<file path="src/rtl/svtl_pkg.sv">
// shared types, constants and helpers of the vent temperature ladder
package svtl_pkg;

  localparam int HISTORY_DEPTH_DEF = 12;
  localparam int TICK_SECONDS      = 5;
  localparam int WINDOW_STAGES     = 3;
  localparam int FAN_STAGES        = 2;
  localparam int TOP_STAGE_FAN     = WINDOW_STAGES + FAN_STAGES;

  localparam int SLOPE_SPAN      = 10;
  localparam int SLOPE_MIN_COUNT = 11;

  localparam int OPEN_SUS_S  = 180;
  localparam int LONG_SUS_S  = 600;
  localparam int CLOSE_SUS_S = 120;
  localparam int MINUTE_S    = 60;

  localparam int OPEN_RAW   = (OPEN_SUS_S + TICK_SECONDS - 1) / TICK_SECONDS;
  localparam int LONG_RAW   = (LONG_SUS_S + TICK_SECONDS - 1) / TICK_SECONDS;
  localparam int CLOSE_RAW  = (CLOSE_SUS_S + TICK_SECONDS - 1) / TICK_SECONDS;
  localparam int MINUTE_RAW = (MINUTE_S + TICK_SECONDS - 1) / TICK_SECONDS;

  typedef logic [2:0]         stage_t;
  typedef logic [7:0]         tick_cnt_t;
  typedef logic [3:0]         minute_cnt_t;
  typedef logic signed [15:0] temp_t;
  typedef logic signed [16:0] slope_t;

  localparam tick_cnt_t   OPEN_TICKS   = tick_cnt_t'((OPEN_RAW > 255) ? 255 : OPEN_RAW);
  localparam tick_cnt_t   LONG_TICKS   = tick_cnt_t'((LONG_RAW > 255) ? 255 : LONG_RAW);
  localparam tick_cnt_t   CLOSE_TICKS  = tick_cnt_t'((CLOSE_RAW > 255) ? 255 : CLOSE_RAW);
  localparam minute_cnt_t MINUTE_TICKS = minute_cnt_t'((MINUTE_RAW > 15) ? 15 : MINUTE_RAW);
  localparam tick_cnt_t   CNT_MAX      = 8'hFF;

  localparam temp_t  T_OPEN       = 16'sd250;
  localparam temp_t  T_JUMP       = 16'sd280;
  localparam temp_t  T_ESC        = 16'sd255;
  localparam temp_t  T_STEPDN     = 16'sd220;
  localparam temp_t  T_CLOSE      = 16'sd200;
  localparam temp_t  SENS_INVALID = 16'sh7FFF;
  localparam slope_t ESC_SLOPE    = -17'sd5;

  localparam stage_t STAGE_WIN_TOP = stage_t'(WINDOW_STAGES);
  localparam stage_t STAGE_FAN_TOP = stage_t'(TOP_STAGE_FAN);

  localparam logic [1:0] MODE_AUTO     = 2'd0;
  localparam logic [1:0] MODE_MANUAL   = 2'd1;
  localparam logic [1:0] MODE_RELEASED = 2'd2;

  localparam logic [1:0] REG_MODE         = 2'd0;
  localparam logic [1:0] REG_MANUAL_STAGE = 2'd1;
  localparam logic [1:0] REG_FAN_ENABLE   = 2'd2;

  typedef enum logic [3:0] {
    RSN_NONE,
    RSN_SENSOR_LOST,
    RSN_BOOT_WARM,
    RSN_JUMP,
    RSN_OPEN,
    RSN_CLOSE,
    RSN_STEP_DOWN,
    RSN_SLOW_COOL,
    RSN_FAN_OFF
  } reason_t;

  typedef struct packed {
    logic [1:0] mode;
    stage_t     manual_stage;
    logic       fan_enable;
  } cfg_t;

  typedef struct packed {
    temp_t newest;
    temp_t tenth;
    logic  enough;
  } hist_view_t;

  typedef struct packed {
    stage_t     stage;
    logic [1:0] window_level;
    logic [1:0] fan_speed;
    logic       window_drive;
    logic       fan_drive;
    reason_t    change_reason;
    logic       fault_event;
    logic       recovered_event;
    logic       air_valid;
  } result_t;

  function automatic tick_cnt_t sat_inc(input tick_cnt_t v);
    return (v == CNT_MAX) ? v : v + 8'd1;
  endfunction

endpackage

</file>
<file path="src/rtl/svtl_in_if.sv">
// input channel: one sensor tick per word
interface svtl_in_if;
  logic                 valid;
  logic                 ready;
  logic                 sensor_ok;
  logic signed [15:0]   air_temp;

  modport source (output valid, sensor_ok, air_temp, input ready);
  modport sink (input valid, sensor_ok, air_temp, output ready);
endinterface

// result channel: one drive word per tick
interface svtl_out_if;
  logic       valid;
  logic       ready;
  logic [2:0] stage;
  logic [1:0] window_level;
  logic [1:0] fan_speed;
  logic       window_drive;
  logic       fan_drive;
  logic [3:0] change_reason;
  logic       fault_event;
  logic       recovered_event;
  logic       air_valid;

  modport source (output valid, stage, window_level, fan_speed, window_drive, fan_drive,
                  change_reason, fault_event, recovered_event, air_valid, input ready);
  modport sink (input valid, stage, window_level, fan_speed, window_drive, fan_drive,
                change_reason, fault_event, recovered_event, air_valid, output ready);
endinterface

// configuration write channel
interface svtl_cfg_if;
  logic       valid;
  logic       ready;
  logic [1:0] index;
  logic [2:0] data;

  modport source (output valid, index, data, input ready);
  modport sink (input valid, index, data, output ready);
endinterface

</file>
<file path="src/rtl/svtl_history.sv">
// minute temperature history: shift line, fill count and slope taps
module svtl_history #(
  parameter int HISTORY_DEPTH = svtl_pkg::HISTORY_DEPTH_DEF
) (
  input  logic                   clk,
  input  logic                   rst_n,
  input  logic                   shift_en,
  input  svtl_pkg::temp_t        temp,
  output svtl_pkg::hist_view_t   view
);
  import svtl_pkg::*;

  localparam int CW = $clog2(HISTORY_DEPTH + 1);

  temp_t          hist_r [HISTORY_DEPTH];
  logic [CW-1:0]  count_r;
  logic [CW-1:0]  count_nxt;

  always_comb begin
    count_nxt = count_r;
    if (shift_en && (count_r < CW'(HISTORY_DEPTH))) begin
      count_nxt = count_r + CW'(1);
    end
  end

  always_ff @(posedge clk) begin
    if (!rst_n) begin
      count_r <= '0;
    end else begin
      count_r <= count_nxt;
    end
  end

  always_ff @(posedge clk) begin
    if (shift_en) begin
      hist_r[0] <= temp;
      for (int i = 1; i < HISTORY_DEPTH; i++) begin
        hist_r[i] <= hist_r[i-1];
      end
    end
  end

  // view as it stands after this tick's shift
  always_comb begin
    view.newest = shift_en ? temp : hist_r[0];
    view.tenth  = shift_en ? hist_r[SLOPE_SPAN-1] : hist_r[SLOPE_SPAN];
    view.enough = (count_nxt >= CW'(SLOPE_MIN_COUNT));
  end

endmodule

</file>
<file path="src/rtl/svtl_ladder.sv">
// ladder state and single-pass next-state and result logic for one tick
module svtl_ladder (
  input  logic                 clk,
  input  logic                 rst_n,
  input  logic                 step,
  input  logic                 sensor_ok,
  input  svtl_pkg::temp_t      air_temp,
  input  svtl_pkg::cfg_t       cfg,
  input  svtl_pkg::hist_view_t hist,
  output logic                 hist_shift,
  output svtl_pkg::result_t    res
);
  import svtl_pkg::*;

  stage_t      stage_r, stage_nxt;
  tick_cnt_t   hot_r, hot_nxt;
  tick_cnt_t   warm_r, warm_nxt;
  tick_cnt_t   cold_r, cold_nxt;
  tick_cnt_t   bad_r, bad_nxt;
  tick_cnt_t   dwell_r, dwell_nxt;
  logic        fault_r, fault_nxt;
  logic        boot_r, boot_nxt;
  minute_cnt_t minute_r, minute_nxt;

  reason_t     reason;
  logic        valid;
  logic        auto_mode;
  logic        fault_ev;
  logic        rec_ev;
  logic        shift;
  stage_t      top_stage;
  stage_t      shown;
  slope_t      slope;
  minute_cnt_t minute_inc;

  assign valid      = sensor_ok && (air_temp != SENS_INVALID);
  assign auto_mode  = (cfg.mode == MODE_AUTO);
  assign top_stage  = cfg.fan_enable ? STAGE_FAN_TOP : STAGE_WIN_TOP;
  assign slope      = {hist.newest[15], hist.newest} - {hist.tenth[15], hist.tenth};
  assign minute_inc = minute_r + 4'd1;
  assign shift      = valid && (minute_inc >= MINUTE_TICKS);
  assign hist_shift = step && shift;

  always_comb begin
    stage_nxt  = stage_r;
    hot_nxt    = hot_r;
    warm_nxt   = warm_r;
    cold_nxt   = cold_r;
    bad_nxt    = bad_r;
    dwell_nxt  = dwell_r;
    fault_nxt  = fault_r;
    boot_nxt   = boot_r;
    minute_nxt = minute_r;
    reason     = RSN_NONE;
    fault_ev   = 1'b0;
    rec_ev     = 1'b0;

    if (!cfg.fan_enable && (stage_nxt > STAGE_WIN_TOP)) begin
      stage_nxt = STAGE_WIN_TOP;
      dwell_nxt = '0;
      reason    = RSN_FAN_OFF;
    end

    if (!valid) begin
      bad_nxt = sat_inc(bad_r);
      if ((bad_nxt >= LONG_TICKS) && !fault_r) begin
        fault_nxt = 1'b1;
        fault_ev  = 1'b1;
        if (auto_mode && (stage_nxt != '0)) begin
          stage_nxt = '0;
          dwell_nxt = '0;
          reason    = RSN_SENSOR_LOST;
        end
      end
    end else begin
      if (fault_r) begin
        fault_nxt = 1'b0;
        rec_ev    = 1'b1;
      end
      bad_nxt = '0;

      if (minute_inc >= MINUTE_TICKS) begin
        minute_nxt = '0;
      end else begin
        minute_nxt = minute_inc;
      end

      if (auto_mode) begin
        dwell_nxt = sat_inc(dwell_nxt);
        hot_nxt   = (air_temp >= T_OPEN)   ? sat_inc(hot_r)  : '0;
        warm_nxt  = (air_temp <= T_STEPDN) ? sat_inc(warm_r) : '0;
        cold_nxt  = (air_temp <= T_CLOSE)  ? sat_inc(cold_r) : '0;

        // one-shot warm start on the first usable automatic tick
        if (!boot_r) begin
          boot_nxt = 1'b1;
          if ((air_temp >= T_OPEN) && (stage_nxt == '0)) begin
            stage_nxt = 3'd1;
            dwell_nxt = '0;
            reason    = RSN_BOOT_WARM;
          end
        end

        // every rule below moves the stage, so each one clears dwell
        if ((air_temp >= T_JUMP) && (stage_nxt < STAGE_WIN_TOP)) begin
          stage_nxt = STAGE_WIN_TOP;
          dwell_nxt = '0;
          reason    = RSN_JUMP;
        end else if ((stage_nxt == '0) && (hot_nxt >= OPEN_TICKS)) begin
          stage_nxt = 3'd1;
          dwell_nxt = '0;
          reason    = RSN_OPEN;
        end else if ((stage_nxt != '0) && (cold_nxt >= CLOSE_TICKS)) begin
          stage_nxt = '0;
          dwell_nxt = '0;
          reason    = RSN_CLOSE;
        end else if ((stage_nxt != '0) && (warm_nxt >= LONG_TICKS)) begin
          stage_nxt = stage_nxt - 3'd1;
          dwell_nxt = '0;
          warm_nxt  = '0;
          reason    = RSN_STEP_DOWN;
        end else if ((stage_nxt != '0) && (stage_nxt < top_stage) &&
                     (dwell_nxt >= LONG_TICKS) && (air_temp >= T_ESC) &&
                     hist.enough && (slope > ESC_SLOPE)) begin
          stage_nxt = stage_nxt + 3'd1;
          dwell_nxt = '0;
          reason    = RSN_SLOW_COOL;
        end
      end
    end
  end

  always_comb begin
    if (cfg.mode == MODE_MANUAL) begin
      shown = (cfg.manual_stage > top_stage) ? top_stage : cfg.manual_stage;
    end else begin
      shown = stage_nxt;
    end
  end

  always_comb begin
    res.stage           = shown;
    res.window_level    = (shown > STAGE_WIN_TOP) ? STAGE_WIN_TOP[1:0] : shown[1:0];
    res.fan_speed       = (shown > STAGE_WIN_TOP) ? 2'(shown - STAGE_WIN_TOP) : 2'd0;
    res.window_drive    = (cfg.mode == MODE_AUTO) || (cfg.mode == MODE_MANUAL);
    res.fan_drive       = res.window_drive && cfg.fan_enable;
    res.change_reason   = reason;
    res.fault_event     = fault_ev;
    res.recovered_event = rec_ev;
    res.air_valid       = valid;
  end

  always_ff @(posedge clk) begin
    if (!rst_n) begin
      stage_r  <= '0;
      hot_r    <= '0;
      warm_r   <= '0;
      cold_r   <= '0;
      bad_r    <= '0;
      dwell_r  <= '0;
      fault_r  <= 1'b0;
      boot_r   <= 1'b0;
      minute_r <= '0;
    end else if (step) begin
      stage_r  <= stage_nxt;
      hot_r    <= hot_nxt;
      warm_r   <= warm_nxt;
      cold_r   <= cold_nxt;
      bad_r    <= bad_nxt;
      dwell_r  <= dwell_nxt;
      fault_r  <= fault_nxt;
      boot_r   <= boot_nxt;
      minute_r <= minute_nxt;
    end
  end

endmodule

</file>
<file path="src/rtl/staged_vent_temperature_ladder_unit.sv">
// an accepted input word is held in the input register, then its result word is held in the result register
// throughput: 1 word per cycle while out_ch.ready lets the result register advance; the tick state is
//   updated in one pass between the input register and the result register
// the input register refills while a finished result still waits for out_ch.ready
// reset (rst_n low, synchronous) clears the ladder state, fill count and configuration;
//   the minute history contents are not cleared
module staged_vent_temperature_ladder_unit #(
  parameter int HISTORY_DEPTH = svtl_pkg::HISTORY_DEPTH_DEF
) (
  input  logic          clk,
  input  logic          rst_n,
  svtl_in_if.sink       in_ch,
  svtl_out_if.source    out_ch,
  svtl_cfg_if.sink      cfg_ch
);
  import svtl_pkg::*;

  logic        s1_valid_r, s1_valid_nxt;
  logic        s1_ok_r;
  temp_t       s1_temp_r;
  logic        out_valid_r, out_valid_nxt;
  result_t     out_res_r;
  cfg_t        cfg_r, cfg_nxt;
  logic        advance;
  logic        step;
  logic        in_fire;
  logic        hist_shift;
  hist_view_t  hist_view;
  result_t     res;

  assign advance = !out_valid_r || out_ch.ready;
  assign step    = s1_valid_r && advance;
  assign in_ch.ready = !s1_valid_r || advance;
  assign in_fire = in_ch.valid && in_ch.ready;
  assign cfg_ch.ready = 1'b1;

  always_comb begin
    s1_valid_nxt = s1_valid_r;
    if (in_fire) begin
      s1_valid_nxt = 1'b1;
    end else if (step) begin
      s1_valid_nxt = 1'b0;
    end
  end

  always_comb begin
    out_valid_nxt = out_valid_r;
    if (step) begin
      out_valid_nxt = 1'b1;
    end else if (out_ch.ready) begin
      out_valid_nxt = 1'b0;
    end
  end

  always_comb begin
    cfg_nxt = cfg_r;
    if (cfg_ch.valid) begin
      case (cfg_ch.index)
        REG_MODE:         cfg_nxt.mode         = cfg_ch.data[1:0];
        REG_MANUAL_STAGE: cfg_nxt.manual_stage = cfg_ch.data;
        REG_FAN_ENABLE:   cfg_nxt.fan_enable   = cfg_ch.data[0];
        default:          cfg_nxt = cfg_r;
      endcase
    end
  end

  always_ff @(posedge clk) begin
    if (!rst_n) begin
      s1_valid_r  <= 1'b0;
      out_valid_r <= 1'b0;
      cfg_r       <= '0;
    end else begin
      s1_valid_r  <= s1_valid_nxt;
      out_valid_r <= out_valid_nxt;
      cfg_r       <= cfg_nxt;
    end
  end

  always_ff @(posedge clk) begin
    if (in_fire) begin
      s1_ok_r   <= in_ch.sensor_ok;
      s1_temp_r <= in_ch.air_temp;
    end
    if (step) begin
      out_res_r <= res;
    end
  end

  svtl_history #(
    .HISTORY_DEPTH (HISTORY_DEPTH)
  ) u_history (
    .clk      (clk),
    .rst_n    (rst_n),
    .shift_en (hist_shift),
    .temp     (s1_temp_r),
    .view     (hist_view)
  );

  svtl_ladder u_ladder (
    .clk        (clk),
    .rst_n      (rst_n),
    .step       (step),
    .sensor_ok  (s1_ok_r),
    .air_temp   (s1_temp_r),
    .cfg        (cfg_r),
    .hist       (hist_view),
    .hist_shift (hist_shift),
    .res        (res)
  );

  assign out_ch.valid           = out_valid_r;
  assign out_ch.stage           = out_res_r.stage;
  assign out_ch.window_level    = out_res_r.window_level;
  assign out_ch.fan_speed       = out_res_r.fan_speed;
  assign out_ch.window_drive    = out_res_r.window_drive;
  assign out_ch.fan_drive       = out_res_r.fan_drive;
  assign out_ch.change_reason   = out_res_r.change_reason;
  assign out_ch.fault_event     = out_res_r.fault_event;
  assign out_ch.recovered_event = out_res_r.recovered_event;
  assign out_ch.air_valid       = out_res_r.air_valid;

endmodule

</file>
<file path="src/flat_wrapper.sv">
// flat-port wrapper written by rule: the top's interface ports become plain ports
module staged_vent_temperature_ladder_unit_flat import svtl_pkg::*;
#(
  parameter int HISTORY_DEPTH = svtl_pkg::HISTORY_DEPTH_DEF
)
  (clk, rst_n, in_ch_valid, in_ch_sensor_ok, in_ch_air_temp, in_ch_ready, out_ch_valid, out_ch_stage, out_ch_window_level, out_ch_fan_speed, out_ch_window_drive, out_ch_fan_drive, out_ch_change_reason, out_ch_fault_event, out_ch_recovered_event, out_ch_air_valid, out_ch_ready, cfg_ch_valid, cfg_ch_index, cfg_ch_data, cfg_ch_ready);
  svtl_in_if in_ch_i ();
  svtl_out_if out_ch_i ();
  svtl_cfg_if cfg_ch_i ();
  input  logic clk;
  input  logic rst_n;
  input wire logic [$bits(in_ch_i.valid)-1:0] in_ch_valid;
  input wire logic [$bits(in_ch_i.sensor_ok)-1:0] in_ch_sensor_ok;
  input wire logic [$bits(in_ch_i.air_temp)-1:0] in_ch_air_temp;
  output wire logic [$bits(in_ch_i.ready)-1:0] in_ch_ready;
  output wire logic [$bits(out_ch_i.valid)-1:0] out_ch_valid;
  output wire logic [$bits(out_ch_i.stage)-1:0] out_ch_stage;
  output wire logic [$bits(out_ch_i.window_level)-1:0] out_ch_window_level;
  output wire logic [$bits(out_ch_i.fan_speed)-1:0] out_ch_fan_speed;
  output wire logic [$bits(out_ch_i.window_drive)-1:0] out_ch_window_drive;
  output wire logic [$bits(out_ch_i.fan_drive)-1:0] out_ch_fan_drive;
  output wire logic [$bits(out_ch_i.change_reason)-1:0] out_ch_change_reason;
  output wire logic [$bits(out_ch_i.fault_event)-1:0] out_ch_fault_event;
  output wire logic [$bits(out_ch_i.recovered_event)-1:0] out_ch_recovered_event;
  output wire logic [$bits(out_ch_i.air_valid)-1:0] out_ch_air_valid;
  input wire logic [$bits(out_ch_i.ready)-1:0] out_ch_ready;
  input wire logic [$bits(cfg_ch_i.valid)-1:0] cfg_ch_valid;
  input wire logic [$bits(cfg_ch_i.index)-1:0] cfg_ch_index;
  input wire logic [$bits(cfg_ch_i.data)-1:0] cfg_ch_data;
  output wire logic [$bits(cfg_ch_i.ready)-1:0] cfg_ch_ready;
  assign in_ch_i.valid = in_ch_valid;
  assign in_ch_i.sensor_ok = in_ch_sensor_ok;
  assign in_ch_i.air_temp = in_ch_air_temp;
  assign in_ch_ready = in_ch_i.ready;
  assign out_ch_valid = out_ch_i.valid;
  assign out_ch_stage = out_ch_i.stage;
  assign out_ch_window_level = out_ch_i.window_level;
  assign out_ch_fan_speed = out_ch_i.fan_speed;
  assign out_ch_window_drive = out_ch_i.window_drive;
  assign out_ch_fan_drive = out_ch_i.fan_drive;
  assign out_ch_change_reason = out_ch_i.change_reason;
  assign out_ch_fault_event = out_ch_i.fault_event;
  assign out_ch_recovered_event = out_ch_i.recovered_event;
  assign out_ch_air_valid = out_ch_i.air_valid;
  assign out_ch_i.ready = out_ch_ready;
  assign cfg_ch_i.valid = cfg_ch_valid;
  assign cfg_ch_i.index = cfg_ch_index;
  assign cfg_ch_i.data = cfg_ch_data;
  assign cfg_ch_ready = cfg_ch_i.ready;
  staged_vent_temperature_ladder_unit #(.HISTORY_DEPTH(HISTORY_DEPTH)) u_core (.clk(clk), .rst_n(rst_n), .in_ch(in_ch_i), .out_ch(out_ch_i), .cfg_ch(cfg_ch_i));
endmodule
</file>
<file path="config.mk">
export PLATFORM = sky130hd
export DESIGN_NAME = staged_vent_temperature_ladder_unit_flat
export DESIGN_NICKNAME = d
export VERILOG_FILES = /design/src/rtl/svtl_pkg.sv /design/src/rtl/svtl_in_if.sv /design/src/rtl/svtl_history.sv /design/src/rtl/svtl_ladder.sv /design/src/rtl/staged_vent_temperature_ladder_unit.sv /design/src/flat_wrapper.sv
export SDC_FILE = /design/constraint.sdc
export NUM_CORES = 1
export LEC_CHECK = 0
export ABC_AREA = 1
export BUFFER_PORTS_ARGS = -buffer_cell sky130_fd_sc_hd__buf_4
export CAP_MARGIN = 20
export CORE_MARGIN = 10
export CORE_UTILIZATION = 55
export CTS_BUF_LIST = sky130_fd_sc_hd__clkbuf_8
export DETAILED_ROUTE_END_ITERATION = 8
export GPL_ROUTABILITY_DRIVEN = 0
export PLACE_DENSITY_LB_ADDON = 0.08
export SLEW_MARGIN = 20
export SYNTH_ARGS = -nofsm -noshare
export SYNTH_HDL_FRONTEND = slang
export SYNTH_SLANG_ARGS = --single-unit
export TNS_END_PERCENT = 30
</file>
<file path="constraint.sdc">
create_clock -name clk -period 38.3 [get_ports clk]
set_input_delay 11.49 -clock clk [delete_from_list [all_inputs] [get_ports clk]]
set_output_delay 11.49 -clock clk [all_outputs]
set_load 0.005 [all_outputs]
</file>
==> results of run 1 <==
critical path: cells and delay by family:
family	cells	cell delay [ns]
buf+inv	3	0.33
simple gates	1	0.11
path summary, 6_finish.rpt:
check	startpoint	end	slack, ns	depth (start not counted)
worst max-delay path	out_ch_ready	in_ch_ready	14.88	4
worst max register to register	u_core.out_ch.valid	u_core.out_ch.fan_speed[1]	31.84	33
worst min-delay path	u_core.u_history.hist_r[1][32]	u_core.u_history.hist_r[1][48]	0.41	0
worst min register to register	u_core.u_history.hist_r[1][32]	u_core.u_history.hist_r[1][48]	0.41	0
registers in the layout, indices dropped and copies added, names as in the netlist, 2 cells and up:
register and count:
u_core.u_history.hist_r 176, u_core.s1_temp_r 16, u_core.u_ladder.bad_r 8, u_core.u_ladder.cold_r 8
u_core.u_ladder.dwell_r 8, u_core.u_ladder.hot_r 8, u_core.u_ladder.warm_r 8, u_core.cfg_r 6
u_core.out_ch.change_reason 4, u_core.u_history.count_r 4, u_core.u_ladder.minute_r 4, u_core.out_ch.stage 3
u_core.u_ladder.stage_r 3, u_core.out_ch.fan_speed 2, u_core.out_ch.window_level 2
power by group through the flow:
stage                     logic [mW]  clock network, mW  registers (mW)
final                         0.0290              0.249           0.320
after global routing          0.0330              0.271           0.321
after global placement        0.0287                  0           0.326
after detailed placement      0.0290                  0           0.326
after CTS                     0.0292              0.258           0.320
after floorplan               0.0199                  0           0.326
kinds of logic after synthesis:
kind of cell	share of synthesized area (%)
mux	1.248
flops	62.33
compound gates	7.147
other cells	0.03118
fa+ha+maj	3.391
buf+inv	5.160
xor+xnor	1.456
simple gates	19.23
stage by stage:
stage	setup WS [ns]	area (um2)	hold slack, ns	util (%)	std cells
6_report	14.88	13550	0.4112	62.49	1559
3_5_place_dp	14.88	12650	0.4045	58.32	1478
3_3_place_gp	14.91	12650	0.4010	58.32	1478
4_1_cts	14.87	13550	0.4059	62.49	1559
2_1_floorplan	15.17	12030	0.4003	-	1170
5_1_grt	14.83	13550	0.4133	62.49	1559
layout by cell type (no fill, tap or decap), types with 7 or more instances in the layout:
cell	count
clkinv_1	9
a21oi_1	70
mux2i_1	15
buf_4	46
inv_1	146
nor2_1	82
nor2_4	7
nand2_2	11
nand2_1	289
edfxtp_1	209
inv_2	8
o211ai_1	8
o21ai_1	7
dfxtp_1	61
o21ai_0	45
nand3_1	77
clkbuf_8	50
xor2_1	15
ha_1	31
nor3_1	15
nand4_1	12
cell type report:
class	count	area, um2
multi-input cells	741	3910
repair buffers	47	365.4
clock inverters	31	215.2
fillers	1784	8135
inverters	140	526.8
well taps	280	350.3
flip-flops and latches	270	7497
clock buffers	50	688.2
per-layer routing:
metal / track usage (%) / wire length (um) / up-vias
met5: 0 / 0 / -
met4: 6.018 / 566 / 0
met3: 3.423 / 921 / 48
met2: 25.48 / 10210 / 138
met1: 19.49 / 10140 / 3737
li1: - / - / 4132
==> results.toml, run 1 <==
[power_and_ir_drop]
power.switching_mw = 0.1308
p_clk_share_pct = 41.6
irDropWorstVdd_mv = 0.02816
p_seq_share_pct = 53.5
p_int_mw = 0.4677
switching_share_pct = 21.86
p_total_mw = 0.5985
power_leakage_nw = 5.477
pwr_density_cell_mw_per_mm2 = 44.16
comb_power_share_pct = 4.9

[routing]
viasPerCell = 5.167
antenna_left = 0
drt-total-wl_um = 21830
drt_iter0_markers = 526
via_count = 8055
wl_per_cell_um = 14.00
first_pass_iters = 5
post-route-drc-count = 0

[sta]
tns_ns = 0
period_minus_slack_ns = 23.42
skew_ns = 0.01645
setup_viol_count_final = 0
timing.final.hold_violations = 0
slew_viol_final = 0
max_freq_ghz = 0.04270
slew_headroom_pct = 43.06
post-route-period-util_pct = 61.15
tightestPinTransition_ns = 0.8531
rsz0062_at_grt = "false"

[logic_synthesis]
synthFlopType = "edfxtp_1"
ys.warnings.count = 0
synth_area_mm2 = 0.01203
synth-edff-count = 209
synthCells = 1170
ys_types = 52
synth_most_common_cell = "nand2_1"
synth_top_area_share_pct = 52.18
syn_nets = 1229
synth.area.top_cells = "edfxtp_1 52%, dfxtp_1 10%, nand2_1 9.0%"
ys_seq_area_share_pct = 62.33
syn_avg_cell_area_um2 = 10.28
synth_top_area_cell = "edfxtp_1"
synth_common_cells = "289 x nand2_1, 209 x edfxtp_1, 130 x inv_1, 82 x nor2_1, 77 x nand3_1"
ys_seq_elements = 270
async_reset_ff_share_pct = 0

[cts]
postCtsHoldBufs = 0
clock_latency_ns = 0.55
tritoncts = "built"
cts_buffers = 44
cts_root_buf = "clkbuf_8"
post_cts_buffers = 0
cts.path.max_buffers = 3
clk_pin_slew_ns = 0.06
cts_resized = 0
htreeDepth = 2
clock_sinks = 270

[flow_run]
maxCapViolations = 0

[floorplanning]
ios = 46
die_w_um = 167.9
initial_core_util_pct = 55.46
dieHeight_um = 167.9
coreArea_mm2 = 0.02169
num_rows = 54
die-area_mm2 = 0.02818

[setup_path]
worstSetupStartpointType = "primary input"
cp-end-kind = "output pin"
worst_path_most_repeated_cell = "buf_4"
cp_slowest_cell = "buf_4"
path_cells = "buf_4 > inv_1 > nand3_1 > buf_4"
path_max_fanout = 3
worst-endpoint-arrival_ns = 11.93
worst_ep_required_time_ns = 26.81
max_stage_delay_ns = 0.16
path_class = "primary input to output pin"

[global_routing]
grt_max_degree = 142
antenna_found_initial = 0
first_global_vias = 7850
track_usage_pct = 15.48
grt_pass1_wl_um = 36800
overflow = 0

[layout]
n_antenna_cell = 0
syn_to_final_growth_pct = 12.68
drive_gt1_share_pct = 11.96
nets = 1303

[placement]
dpl.hpwl_um = 14690
port_buffers = 44

[hold_path]
holdCritPathClass = "flop to flop"

[run_status]
status = "complete, no violations"
Note: power is estimated with default switching activity, not from simulation.
==> run 2: changes to the inputs <==
==> constraint.sdc (replaced) <==
create_clock -name clk -period 23.9 [get_ports clk]
set_input_delay 7.17 -clock clk [delete_from_list [all_inputs] [get_ports clk]]
set_output_delay 7.17 -clock clk [all_outputs]
set_load 0.005 [all_outputs]
==> run 2 against run 1 <==
Net effect: core utilization is 0.13 points higher; cell count is essentially flat; final area increased by 0.20%; worst setup slack lost 5.7 ns; clock-buffer cell count shrank 3; clock power rose by 68%; worst hold slack worse by 0.00052 ns; power grew 64%; combinational power is 61% higher; sequential power up 61%; largest power group unchanged.
==> results.toml, run 2 (same netlist as run 1, synthesis figures left out) <==
[run_status]
status = "complete, no violations"

[global_routing]
first_global_vias = 7889
track_usage_pct = 15.91
grt_util_met2_pct = 25.46
grt_use_met1_pct = 20.80
grt_pass1_wl_um = 37790
top_usage_layer = "met2"
antenna_found_initial = 0
grt_max_degree = 171
overflow = 0
grt_use_met3_pct = 3.120

[routing]
first_pass_iters = 5
drt_iter0_markers = 611
wl_per_cell_um = 14.44
post-route-drc-count = 0
drt-total-wl_um = 22530
antenna_left = 0
viasPerCell = 5.197
via_count = 8108

[power_and_ir_drop]
pwr_density_cell_mw_per_mm2 = 72.09
power_leakage_nw = 5.480
irDropWorstVdd_mv = 0.04702
p_total_mw = 0.9790

[flow_run]
maxCapViolations = 0

[floorplanning]
die_w_um = 167.9
ios = 46
dieHeight_um = 167.9
coreArea_mm2 = 0.02169
num_rows = 54
die-area_mm2 = 0.02818
initial_core_util_pct = 55.46

[hold_path]
holdCritPathClass = "flop to flop"
hold_depth = 0

[cts]
clock_sinks = 270
cts_root_buf = "clkbuf_8"
cts.path.max_buffers = 3
cts_resized = 0
clock_latency_ns = 0.54
post_cts_buffers = 0
postCtsHoldBufs = 0
cts_buffers = 46
htreeDepth = 2
tritoncts = "built"
clk_pin_slew_ns = 0.05

[layout]
final_cell_mix = "289 x nand2_1, 209 x edfxtp_1, 140 x inv_1"
multi_input_area_mm2 = 0.003910
final_util_pct = 62.62
syn_to_final_growth_pct = 12.91
top_regs = "u_core.u_history.hist_r (176), u_core.s1_temp_r (16)"
largest_register_ff_count = 176
nets = 1304
n_antenna_cell = 0
fin_area_mm2 = 0.01358
layout_commonest_cell = "nand2_1"
drive_gt1_share_pct = 12.42
nFillCells = 1799
regArea_mm2 = 0.007497
regMostFlops = "u_core.u_history.hist_r"

[setup_path]
worst_ep_required_time_ns = 16.73
worst-endpoint-arrival_ns = 7.59
r2r_cells = 33
path_class = "primary input to output pin"
cp-end-kind = "output pin"
worstSetupStartpointType = "primary input"
path_max_fanout = 3

[sta]
skew_ns = 0.01185
slew_headroom_pct = 33.82
rsz0062_at_grt = "false"
tightestPinTransition_ns = 0.9904
timing.final.hold_violations = 0
slew_viol_final = 0
max_freq_ghz = 0.06777
tns_ns = 0
post-route-period-util_pct = 61.74
period_minus_slack_ns = 14.76
holdWs_ns = 0.4107
setup_viol_count_final = 0

[placement]
port_buffers = 44
dpl.hpwl_um = 14980
dpl-instance-area_mm2 = 0.01264
[run 2: final timing paths]
| kind | to | startpoint | slack (ns) |
|---|---|---|---|
| worst max-delay path | in_ch_ready | out_ch_ready | 9.14 |
| worst min-delay path | u_core.u_history.hist_r[1][43] | u_core.u_history.hist_r[1][27] | 0.41 |
| worst max register to register | u_core.out_ch.fan_speed[1] | u_core.out_ch.valid | 17.26 |
| worst min register to register | u_core.u_history.hist_r[1][43] | u_core.u_history.hist_r[1][27] | 0.41 |
[run 2: layout make-up]
cell class / count / area share, %
Inverter: 140 / 3.879
Multi-Input combinational cell: 741 / 28.79
Timing Repair Buffer: 46 / 2.635
Clock inverter: 36 / 2.147
Tap cell: 280 / 2.580
Sequential cell: 270 / 55.21
Clock buffer: 47 / 4.763
[run 2: power breakdown]
| group | total, mW | internal, mW | switching, mW |
|---|---|---|---|
| sequential | 0.514 | 0.508 | 0.00537 |
| combinational | 0.0468 | 0.0165 | 0.0303 |
| clock | 0.419 | 0.239 | 0.180 |
[run 2: metal layers]
layer | vias up | share of wire [%]
met5 | - | 0
met4 | 0 | 3.1
met3 | 57 | 4.2
met2 | 152 | 46
met1 | 3762 | 47
li1 | 4137 | -
[run 2: metrics by stage]
| step | std cells | worst slack [ns] |
|---|---|---|
| detailed placement | 1477 | 9.141 |
| global route | 1560 | 9.072 |
| global placement | 1477 | 9.151 |
| floorplan | 1170 | 7.641 |
| finish | 1560 | 9.144 |
| CTS | 1560 | 9.138 |
[run 2: critical path, stage by stage]
cell	delay [ns]
buf_4	0.11
inv_1	0.06
nand3_1	0.10
buf_4	0.16
